**config.mk**
```make
export PLATFORM = sky130hd
export DESIGN_NAME = servo_pulse_elevon_mixer_flat
export DESIGN_NICKNAME = d
export VERILOG_FILES = /design/src/hdl/spm_pkg.sv /design/src/hdl/spm_sample_if.sv /design/src/hdl/spm_drive_if.sv /design/src/hdl/spm_cfg_if.sv /design/src/hdl/servo_pulse_elevon_mixer.sv /design/src/flat_wrapper.sv
export SDC_FILE = /design/constraint.sdc
export NUM_CORES = 1
export LEC_CHECK = 0
export ABC_AREA = 1
export BUFFER_PORTS_ARGS = -buffer_cell sky130_fd_sc_hd__buf_2
export CORE_UTILIZATION = 60
export DETAILED_ROUTE_END_ITERATION = 8
export PLACE_DENSITY = 0.84
export SYNTH_ARGS = -nofsm -noshare
export SYNTH_HDL_FRONTEND = slang
export SYNTH_SLANG_ARGS = --single-unit
```
**constraint.sdc**
```tcl
create_clock -name clk -period 10.67 [get_ports clk]
set_input_delay 2.134 -clock clk [delete_from_list [all_inputs] [get_ports clk]]
set_output_delay 2.134 -clock clk [all_outputs]
set_load 0.02 [all_outputs]
```
**src/hdl/spm_pkg.sv**
```systemverilog
// Shared types and constants of the servo pulse elevon mixer.
package spm_pkg;

    typedef logic [15:0] tick_t;
    typedef logic [16:0] mix_t;
    typedef logic [7:0]  cfg_index_t;

    typedef enum logic [7:0] {
        REG_FRAME_TICKS  = 8'd0,
        REG_PULSE_MIN    = 8'd1,
        REG_PULSE_MAX    = 8'd2,
        REG_PULSE_CENTER = 8'd3
    } cfg_reg_t;

    localparam tick_t FRAME_TICKS_RST  = 16'd2000;
    localparam tick_t PULSE_MIN_RST    = 16'd100;
    localparam tick_t PULSE_MAX_RST    = 16'd220;
    localparam tick_t PULSE_CENTER_RST = 16'd150;
    localparam tick_t COUNT_MAX        = 16'hFFFF;

endpackage

```
**src/hdl/spm_sample_if.sv**
```systemverilog
// Channel carrying one tick of sampled servo input levels.
interface spm_sample_if;
    logic valid;
    logic ready;
    logic elevator_level;
    logic aileron_level;

    modport source (output valid, output elevator_level, output aileron_level, input ready);
    modport sink (input valid, input elevator_level, input aileron_level, output ready);
endinterface

```
**src/hdl/spm_drive_if.sv**
```systemverilog
// Channel carrying one tick of servo output pin levels.
interface spm_drive_if;
    logic valid;
    logic ready;
    logic left_level;
    logic right_level;

    modport source (output valid, output left_level, output right_level, input ready);
    modport sink (input valid, input left_level, input right_level, output ready);
endinterface

```
**src/hdl/spm_cfg_if.sv**
```systemverilog
// Configuration write channel: register index and write data.
interface spm_cfg_if;
    logic                valid;
    logic                ready;
    spm_pkg::cfg_index_t index;
    spm_pkg::tick_t      data;

    modport source (output valid, output index, output data, input ready);
    modport sink (input valid, input index, input data, output ready);
endinterface

```
**src/hdl/servo_pulse_elevon_mixer.sv**
```systemverilog
// Elevon mixer: measures two servo pulse inputs and drives two mixed servo outputs.
//
//   channel  | role | payload
//   ---------+------+-----------------------------------------
//   sample   | sink | elevator_level, aileron_level (one tick)
//   drive    | src  | left_level, right_level (one per tick)
//   cfg      | sink | index, data (register write)
//
// Each item's result is registered into the output register in the cycle after it is taken.
// One item per cycle with drive ready; mixing adders and width compares set the clock path.
// A new item is taken whenever the output register is empty or is being emptied.
// Reset restores the register defaults and clears all counters, widths and the output.
// Configuration writes are always taken.
module servo_pulse_elevon_mixer (
    input  logic          clk,
    input  logic          rst_n,
    spm_sample_if.sink    sample,
    spm_drive_if.source   drive,
    spm_cfg_if.sink       cfg
);
    import spm_pkg::*;

    tick_t frame_ticks_reg, pulse_min_reg, pulse_max_reg, pulse_center_reg;
    tick_t elev_count_reg, elev_count_next, ail_count_reg, ail_count_next;
    tick_t elev_width_reg, elev_width_next, ail_width_reg, ail_width_next;
    tick_t frame_count_reg, frame_count_next, frame_inc;
    mix_t  left_width_reg, left_width_next, right_width_reg, right_width_next;
    logic  out_valid_reg, left_level_reg, left_level_next, right_level_reg, right_level_next;

    logic        accept, wrap, mix_ok;
    logic signed [16:0] elev_diff, ail_diff, elev_adj, ail_adj, elev_half, ail_half;
    logic signed [18:0] left_sum, right_sum, center_ext;

    assign sample.ready = !out_valid_reg || drive.ready;
    assign accept       = sample.valid && sample.ready;
    assign cfg.ready    = 1'b1;

    assign drive.valid       = out_valid_reg;
    assign drive.left_level  = left_level_reg;
    assign drive.right_level = right_level_reg;

    always_comb
    begin
        // Pulse width measurement: count high ticks, latch on the first low tick.
        elev_count_next = elev_count_reg;
        elev_width_next = elev_width_reg;
        if (sample.elevator_level)
        begin
            if (elev_count_reg != COUNT_MAX)
                elev_count_next = elev_count_reg + 16'd1;
        end
        else if (elev_count_reg != '0)
        begin
            elev_width_next = elev_count_reg;
            elev_count_next = '0;
        end

        ail_count_next = ail_count_reg;
        ail_width_next = ail_width_reg;
        if (sample.aileron_level)
        begin
            if (ail_count_reg != COUNT_MAX)
                ail_count_next = ail_count_reg + 16'd1;
        end
        else if (ail_count_reg != '0)
        begin
            ail_width_next = ail_count_reg;
            ail_count_next = '0;
        end

        // Mixing of the freshly updated widths; halving rounds toward zero.
        mix_ok = elev_width_next >= pulse_min_reg && elev_width_next <= pulse_max_reg &&
                 ail_width_next >= pulse_min_reg && ail_width_next <= pulse_max_reg;
        elev_diff  = $signed({1'b0, elev_width_next}) - $signed({1'b0, pulse_center_reg});
        ail_diff   = $signed({1'b0, ail_width_next}) - $signed({1'b0, pulse_center_reg});
        elev_adj   = elev_diff + $signed({16'd0, elev_diff[16]});
        ail_adj    = ail_diff + $signed({16'd0, ail_diff[16]});
        elev_half  = elev_adj >>> 1;
        ail_half   = ail_adj >>> 1;
        center_ext = $signed({3'b000, pulse_center_reg});
        left_sum   = $signed({{2{elev_half[16]}}, elev_half})
                   + $signed({{2{ail_half[16]}}, ail_half}) + center_ext;
        right_sum  = $signed({{2{elev_half[16]}}, elev_half})
                   - $signed({{2{ail_half[16]}}, ail_half}) + center_ext;

        frame_inc = frame_count_reg + 16'd1;
        wrap      = (frame_inc == frame_ticks_reg);

        left_width_next  = left_width_reg;
        right_width_next = right_width_reg;
        if (wrap)
        begin
            frame_count_next = '0;
            if (mix_ok)
            begin
                left_width_next  = left_sum[18] ? '0 : left_sum[16:0];
                right_width_next = right_sum[18] ? '0 : right_sum[16:0];
            end
            else
            begin
                left_width_next  = '0;
                right_width_next = '0;
            end
        end
        else
        begin
            frame_count_next = frame_inc;
        end

        left_level_next  = {1'b0, frame_count_next} < left_width_next;
        right_level_next = {1'b0, frame_count_next} < right_width_next;
    end

    always_ff @(posedge clk or negedge rst_n)
    begin
        if (!rst_n)
        begin
            frame_ticks_reg  <= FRAME_TICKS_RST;
            pulse_min_reg    <= PULSE_MIN_RST;
            pulse_max_reg    <= PULSE_MAX_RST;
            pulse_center_reg <= PULSE_CENTER_RST;
            elev_count_reg   <= '0;
            ail_count_reg    <= '0;
            elev_width_reg   <= '0;
            ail_width_reg    <= '0;
            frame_count_reg  <= '0;
            left_width_reg   <= '0;
            right_width_reg  <= '0;
            out_valid_reg    <= 1'b0;
            left_level_reg   <= 1'b0;
            right_level_reg  <= 1'b0;
        end
        else
        begin
            if (cfg.valid)
            begin
                case (cfg.index)
                    REG_FRAME_TICKS:  frame_ticks_reg  <= cfg.data;
                    REG_PULSE_MIN:    pulse_min_reg    <= cfg.data;
                    REG_PULSE_MAX:    pulse_max_reg    <= cfg.data;
                    REG_PULSE_CENTER: pulse_center_reg <= cfg.data;
                    default:          ;
                endcase
            end

            if (accept)
            begin
                elev_count_reg  <= elev_count_next;
                ail_count_reg   <= ail_count_next;
                elev_width_reg  <= elev_width_next;
                ail_width_reg   <= ail_width_next;
                frame_count_reg <= frame_count_next;
                left_width_reg  <= left_width_next;
                right_width_reg <= right_width_next;
                left_level_reg  <= left_level_next;
                right_level_reg <= right_level_next;
                out_valid_reg   <= 1'b1;
            end
            else if (drive.ready)
            begin
                out_valid_reg <= 1'b0;
            end
        end
    end

`ifndef SYNTHESIS
    a_accept_fills_output: assert property (@(posedge clk) disable iff (!rst_n)
        accept |=> drive.valid)
        else $error("accepted item did not reach the output register");

    a_stall_only_when_full: assert property (@(posedge clk) disable iff (!rst_n)
        !sample.ready |-> (out_valid_reg && !drive.ready))
        else $error("input stalled with room in the output register");

    a_frame_wraps: assert property (@(posedge clk) disable iff (!rst_n)
        (accept && wrap) |=> (frame_count_reg == '0))
        else $error("frame counter failed to wrap");

    a_count_saturates: assert property (@(posedge clk) disable iff (!rst_n)
        (accept && sample.elevator_level && elev_count_reg == COUNT_MAX)
        |=> (elev_count_reg == COUNT_MAX))
        else $error("elevator high count did not saturate");
`endif

endmodule

```
**src/flat_wrapper.sv**
```systemverilog
// flat-port wrapper written by rule: the top's interface ports become plain ports
module servo_pulse_elevon_mixer_flat import spm_pkg::*;
  (clk, rst_n, sample_valid, sample_elevator_level, sample_aileron_level, sample_ready, drive_valid, drive_left_level, drive_right_level, drive_ready, cfg_valid, cfg_index, cfg_data, cfg_ready);
  spm_sample_if sample_i ();
  spm_drive_if drive_i ();
  spm_cfg_if cfg_i ();
  input  logic clk;
  input  logic rst_n;
  input wire logic [$bits(sample_i.valid)-1:0] sample_valid;
  input wire logic [$bits(sample_i.elevator_level)-1:0] sample_elevator_level;
  input wire logic [$bits(sample_i.aileron_level)-1:0] sample_aileron_level;
  output wire logic [$bits(sample_i.ready)-1:0] sample_ready;
  output wire logic [$bits(drive_i.valid)-1:0] drive_valid;
  output wire logic [$bits(drive_i.left_level)-1:0] drive_left_level;
  output wire logic [$bits(drive_i.right_level)-1:0] drive_right_level;
  input wire logic [$bits(drive_i.ready)-1:0] drive_ready;
  input wire logic [$bits(cfg_i.valid)-1:0] cfg_valid;
  input wire logic [$bits(cfg_i.index)-1:0] cfg_index;
  input wire logic [$bits(cfg_i.data)-1:0] cfg_data;
  output wire logic [$bits(cfg_i.ready)-1:0] cfg_ready;
  assign sample_i.valid = sample_valid;
  assign sample_i.elevator_level = sample_elevator_level;
  assign sample_i.aileron_level = sample_aileron_level;
  assign sample_ready = sample_i.ready;
  assign drive_valid = drive_i.valid;
  assign drive_left_level = drive_i.left_level;
  assign drive_right_level = drive_i.right_level;
  assign drive_i.ready = drive_ready;
  assign cfg_i.valid = cfg_valid;
  assign cfg_i.index = cfg_index;
  assign cfg_i.data = cfg_data;
  assign cfg_ready = cfg_i.ready;
  servo_pulse_elevon_mixer u_core (.clk(clk), .rst_n(rst_n), .sample(sample_i), .drive(drive_i), .cfg(cfg_i));
endmodule
```
# Yosys cells after proc, flatten, opt, wreduce, memory -nomap -nowiden
# Cells that the tools add are included.
dict set report classes {
  addsub 11
  n_lt_le_gt_ge 6
  eq_ne 8
  n_mux 19
  n_reduce_logical 18
}
# operator count
set op_table {}
lappend op_table {{2-to-1 mux 16 bit} 11}
lappend op_table {{2-to-1 mux 17 bit} 6}
lappend op_table {{subtractor 16 x 16 -> 17 bit} 3}
lappend op_table {{adder 16 x 1 -> 16 bit, second input constant} 3}
lappend op_table {{adder 19 x 17 -> 19 bit} 2}
lappend op_table {{adder 17 x 2 -> 17 bit} 2}
lappend op_table {{less-than comparator 16 x 17 -> 1 bit} 2}
lappend op_table {{>= comparator 16 bit} 2}
lappend op_table {{<= comparator 16 bit} 2}
lappend op_table {{inequality test 16 bit, second input constant} 2}
lappend op_table {{nonzero test 16 bit} 2}
lappend op_table {{adder 16 x 16 -> 17 bit} 1}
lappend op_table {{equality test 16 bit} 1}
lappend op_table {{equality test 8 x 2 -> 1 bit, second input constant} 2}
lappend op_table {{equality test 8 x 1 -> 1 bit, second input constant} 1}
lappend op_table {{zero test 8 bit} 1}
lappend op_table {{AND reduction 2 bit} 4}
lappend op_table {{AND reduction 3 bit} 2}
lappend op_table {{nonzero test 2 bit} 3}
lappend op_table {{logical AND 1 bit} 4}
lappend op_table {{inequality test 2 x 1 -> 1 bit, second input constant} 2}
lappend op_table {{2-to-1 mux 1 bit} 2}
lappend op_table {{zero test 1 bit} 1}
lappend op_table {{logical OR 1 bit} 1}
dict set report word_totals {
  regBits 181
  in_bits 31
  out_inout_bits 5
  word_cells 76
}

# Longest topological paths before layout
dict set report depth {
  word_depth 11
  mapped_depth 61
  ltp_nobuf 59
}

# Worst setup path before layout
# No wires, ideal clock.
dict set report synth_timing {
  path_kind {input-to-reg}
  startpoint {input port sample_aileron_level}
  endpoint {register u_core.left_level_reg (netlist: u_core.drive.left_level)}
  setup_ps 66
  arrival_time_ps 9214
  slack_ps 1391
  path_stages 55
  n_path_buf 4
  cell_sequence {nor2_1 -> inv_1 -> clkbuf_1 -> clkbuf_1 -> o21ai_0 -> ha_1 -> a21oi_1 -> nand2_1 -> a21oi_1 -> o21ai_0 -> nand3_1 -> nand2_1 -> nor2_1 -> ha_1 -> inv_1 -> nor2_1 -> nand3_1 -> nor2_1 -> [... 19 more ...] -> a21oi_1 -> nand3_1 -> nand2_2 -> nor2_4 -> buf_4 -> nand2_1 -> nand2_1 -> inv_2 -> ha_1 -> a21oi_1 -> o21ai_0 -> nand3_1 -> a21oi_1 -> a211oi_1 -> nand2_1 -> nand2_1 -> nand2_1 -> nand2_1}
}
dict set report synth_between {
  elab_chain_cells 9
  elab_cells_between_ends 13
}
# item line_no
set synth_rtl {}
lappend synth_rtl {{start: declaration} flat_wrapper.sv:11} ;# input wire logic [$bits(sample_i.aileron_level)-1:0] sample_aileron_level;
lappend synth_rtl {{2-to-1 mux 16 bit *} servo_pulse_elevon_mixer.sv:60} ;# if (sample.aileron_level)
lappend synth_rtl {{net u_core.ail_width_next[3]} servo_pulse_elevon_mixer.sv:25} ;# tick_t elev_width_reg, elev_width_next, ail_width_reg, ail_width_next;
lappend synth_rtl {{subtractor 16 x 16 -> 17 bit} servo_pulse_elevon_mixer.sv:75} ;# ail_diff = $signed({1'b0, ail_width_next}) - $signed({1'b0, pulse_center_reg});
lappend synth_rtl {{adder 17 x 2 -> 17 bit} servo_pulse_elevon_mixer.sv:77} ;# ail_adj = ail_diff + $signed({16'd0, ail_diff[16]});
lappend synth_rtl {{adder 16 x 16 -> 17 bit} servo_pulse_elevon_mixer.sv:82} ;# + $signed({{2{ail_half[16]}}, ail_half}) + center_ext;
lappend synth_rtl {{adder 19 x 17 -> 19 bit} servo_pulse_elevon_mixer.sv:82}
lappend synth_rtl {{2-to-1 mux 17 bit} servo_pulse_elevon_mixer.sv:96} ;# left_width_next = left_sum[18] ? '0 : left_sum[16:0];
lappend synth_rtl {{2-to-1 mux 17 bit *} servo_pulse_elevon_mixer.sv:94} ;# if (mix_ok)
lappend synth_rtl {{2-to-1 mux 17 bit *} servo_pulse_elevon_mixer.sv:91} ;# if (wrap)
lappend synth_rtl {{less-than comparator 16 x 17 -> 1 bit *} servo_pulse_elevon_mixer.sv:110} ;# left_level_next = {1'b0, frame_count_next} < left_width_next;
lappend synth_rtl {{end signal: assignment} servo_pulse_elevon_mixer.sv:155} ;# left_level_reg <= left_level_next;
lappend synth_rtl {{end: declaration} servo_pulse_elevon_mixer.sv:28} ;# logic out_valid_reg, left_level_reg, left_level_next, right_level_reg, right_level_next;
# Mark *: on every way through the listed nets, which the timed path passes. The rest lies on a longest branch.
# A chain may end at the register's enable or synchronous reset.

# Worst setup path in the final report
dict set report layout_timing {
  startpoint {input port sample_elevator_level}
  endpoint {register u_core.left_level_reg (netlist: u_core.drive.left_level)}
}
dict set report layout_between {
  elab_chain_cells 9
  elab_cells_between_ends 14
}
# item line_no
set layout_rtl {}
lappend layout_rtl {{start: declaration} flat_wrapper.sv:10} ;# input wire logic [$bits(sample_i.elevator_level)-1:0] sample_elevator_level;
lappend layout_rtl {{2-to-1 mux 16 bit *} servo_pulse_elevon_mixer.sv:47} ;# if (sample.elevator_level)
lappend layout_rtl {{subtractor 16 x 16 -> 17 bit} servo_pulse_elevon_mixer.sv:74} ;# elev_diff = $signed({1'b0, elev_width_next}) - $signed({1'b0, pulse_center_reg});
lappend layout_rtl {{adder 17 x 2 -> 17 bit} servo_pulse_elevon_mixer.sv:76} ;# elev_adj = elev_diff + $signed({16'd0, elev_diff[16]});
lappend layout_rtl {{adder 16 x 16 -> 17 bit} servo_pulse_elevon_mixer.sv:82}
lappend layout_rtl {{adder 19 x 17 -> 19 bit} servo_pulse_elevon_mixer.sv:82}
lappend layout_rtl {{2-to-1 mux 17 bit} servo_pulse_elevon_mixer.sv:96}
lappend layout_rtl {{2-to-1 mux 17 bit *} servo_pulse_elevon_mixer.sv:94}
lappend layout_rtl {{2-to-1 mux 17 bit *} servo_pulse_elevon_mixer.sv:91}
lappend layout_rtl {{less-than comparator 16 x 17 -> 1 bit *} servo_pulse_elevon_mixer.sv:110}
# Mark *: on every way between the ends. The rest lies on a longest branch, timed or not.

==> results.md <==
- Post-route DRC: 0
- Crit path required time: 11.05 ns
- Row count: 60
- Antenna Nets Post-Route: 0
- Setup Skew: 0.0148 ns
- Global-route wire length before repair: 77.3 mm
- Buffers on Ports: 34
- Status: finished clean
- Synth-to-layout area growth: 7.24%
- Total CTS buffers: 17
- CP max FO: 11
- CTS Root Cell: clkbuf_16
- Starting density of the core: 61.3%
- GRT Total Usage: 34.9%
- Share of the synthesized area in the top cell type: 24.6%
- Actual slew at the worst max-slew pin: a little over 1 ns
- Final Hold Vio Count: 0
- CP Capture Type: flop
- Worst-path clk slew: around 0.070 ns
- Share of cells above drive strength 1: 7.30%
- Top cells by area, synth: dfrtp_1 25%, nand2_1 15%, ha_1 15%, inv_1 6.8%, o21ai_0 6.7%
- Warnings, synthesis: 0
- Cell family with most CP delay: compound AO/OA/AOI/OAI gates
- Syn avg cell area: roughly 7 sq um
- Num Clock Sinks: ~180
- F_max: 0.100 GHz
- Routed wl met3: between 3 and 4 mm
- Tcrit/Tclk final: between 90% and 100%
- Post-Syn Nets: 2652
- DIE AREA: 28300 sq um
- Maxcap violations: 0
- Post-DP HPWL: 37.8 mm
- Max transition margin: 31.4%
- Pre-antenna DRT Iters: 6
- Slowest cell on crit path: fa_1
- CP bufs+invs: 7
- NumNets Final: 2686
- Top Layer Used: met4
- Post-DR wirelength/cell: 17.3 microns
- Largest net degree at the start of global routing: 113
- Post-Syn Area: 16600 sq um
- H-tree depth: 4
- Drt total wl: roughly 50 mm
- Routability congestion estimate: 0.956
- Vias post-DR: 16357
- Unrepaired setup endpoints after global routing: false
- EDFF count, synth: 0
- Synthesized flop and latch total: around 180
- DRT met1 WL: between 20 and 25 mm
- Gate count of the mapped netlist: 2418
- Most used cell along the critical path: nand2_1
- Post-synthesis sequential area ratio: 27.5%
- Crit Path Class: in -> reg
- I/O pin count: 36
- Cell taking the most area after synthesis: dfrtp_1
- Crit path largest cell delay: just over 0.4 ns
- Final Slew Violations: 0
- Setup TNS: 0 ns
- Netlist cell types: 50
- DR WL met2: 23.3 mm
- Fillers: 2430
- Die Y: 168 microns
- Final min period: between 9 and 10 ns
- Iteration-0 DRC Markers: 1538
- Bufs on Longest Clock Path: 2
- HP Class: reg -> reg
- Worst Path Arrival: approximately 10 ns
- Dominant synthesized flop cell: dfrtp_1
- Ys async rst share: 100%
- Total congestion overflow: 0
- Area of the core: 27000 sq um
- CTS Hold Bufs: 0
- DIE WIDTH: 168 microns
- Final setup fails: 0
- Nature of the critical path startpoint: primary input
- Via density: 5.83
- Initial antenna violation count: 0
- Vias in the first global route: 15272
- CTS tree: built
- Worst skew pair latency: 0.45 ns
## Yosys cell counts (20+ instances only)
cell type / instances
nand2_1: 684
inv_1: 302
o21ai_0: 222
ha_1: 197
dfrtp_1: 163
nor2_1: 161
a21oi_1: 134
nand3_1: 98
xor2_1: 81
nand4_1: 47
clkbuf_1: 44
nor3_1: 38
o21ai_1: 29
inv_2: 23
xnor2_1: 22
a21o_1: 20
## cells in the final DEF (no fill, tap or decap), types with 4 or more instances in the layout
cell	Yosys	routed
xor2_1	81	81
nor3_1	38	37
a211oi_1	5	5
a21oi_1	134	134
inv_2	23	24
clkbuf_16	0	17
dfrtp_1	163	163
buf_4	5	36
nor2_1	161	158
nand2_2	6	7
nor2_2	5	8
dfstp_2	18	18
fa_1	6	6
a31oi_1	14	14
nor4_1	7	7
clkinvlp_4	0	5
nand2_1	684	683
inv_1	302	300
or2_2	10	10
xnor2_1	22	22
a21boi_0	5	5
buf_2	4	33
a31o_2	4	4
a21o_1	20	20
nand3_1	98	98
nand3b_1	10	10
o21ai_0	222	214
o31ai_1	10	10
clkinv_4	0	5
o21bai_1	11	11
nand4_1	47	47
o21a_1	4	4
o21ai_1	29	37
ha_1	197	197
## per-stage QoR
stage	hold WS (ns)	setup WS [ns]	instances	util [%]	instance area (sq um)
2_1_floorplan	0.446	1.39	2418	-	16600
3_3_place_gp	0.466	0.323	2770	63.6	17200
3_5_place_dp	0.473	0.102	2770	63.6	17200
4_1_cts	0.491	0.494	2802	65.6	17700
5_1_grt	0.504	0.00189	2806	65.7	17800
6_report	0.489	0.716	2807	65.8	17800
## routing by layer
| layer | up-vias | global-route usage, % |
|---|---|---|
| met5 | - | 0 |
| met2 | 639 | 59.6 |
| met3 | 140 | 4.47 |
| li1 | 7997 | - |
| met1 | 7581 | 44.1 |
| met4 | 0 | 15.9 |
## cell families (layout without fill, tap and decap cells)
logic type | after synthesis | after routing | share of synthesized area, %
buffers and inverters | 382 | 429 | 8.84
adder cells (fa/ha/maj) | 203 | 203 | 15.6
flip-flops | 181 | 181 | 27.5
AO/OA/AOI/OAI | 468 | 468 | 15.4
other | 1 | 2 | 0.0226
AND/OR/NAND/NOR | 1080 | 1080 | 27.3
XOR/XNOR | 103 | 103 | 5.44
## worst register-to-register path, delay by kind of cell, from the launching register on
family / cells / cell delay (ns)
buffers and inverters: 7 / 0.90
and+or+nand+nor: 25 / 2.68
adders and majority gates: 7 / 2.03
AOI/OAI and AO/OA: 14 / 2.68
xor gates and xnor gates: 2 / 0.37
DFF: 1 / 0.41
## area by class of cell
| cell class | count | area, sq um | area share [%] |
|---|---|---|---|
| inverters | 326 | 1230 | 6.91 |
| repair buffers | 70 | 447 | 2.51 |
| well taps | 341 | 427 | 2.40 |
| clock buffers | 20 | 437 | 2.46 |
| clock inverters | 12 | 97.6 | 0.549 |
| repair inverters | 1 | 7.51 | 0.0422 |
| flip-flops and latches | 181 | 4550 | 25.6 |
| multi-input cells | 1855 | 10600 | 59.5 |
| diodes | 1 | 2.50 | 0.0141 |
## timing repair
| action | CTS | global route |
|---|---|---|
| setup endpoints to repair | 0 | 2 |
| gates resized for setup | 0 | 16 |
| buffers inserted | 0 | 3 |
## worst paths after layout
| check | slack, ns | from | endpoint | depth (start not counted) |
|---|---|---|---|---|
| worst max-delay path | 0.72 | sample_elevator_level | u_core.drive.left_level | 51 |
| worst min-delay path | 0.49 | u_core.pulse_min_reg[13] | u_core.pulse_min_reg[13] | 2 |
| worst max register to register | 1.48 | u_core.elev_count_reg[0] | u_core.drive.left_level | 55 |
| worst min register to register | 0.49 | u_core.pulse_min_reg[13] | u_core.pulse_min_reg[13] | 2 |
| max in group asynchronous | 7.30 | rst_n | u_core.ail_width_reg[5] | 2 |
| min in group asynchronous | 1.82 | rst_n | u_core.left_width_reg[14] | 1 |
Power is not shown: default switching activity piles up to over one toggle a cycle in this logic, so the estimate is an artifact.
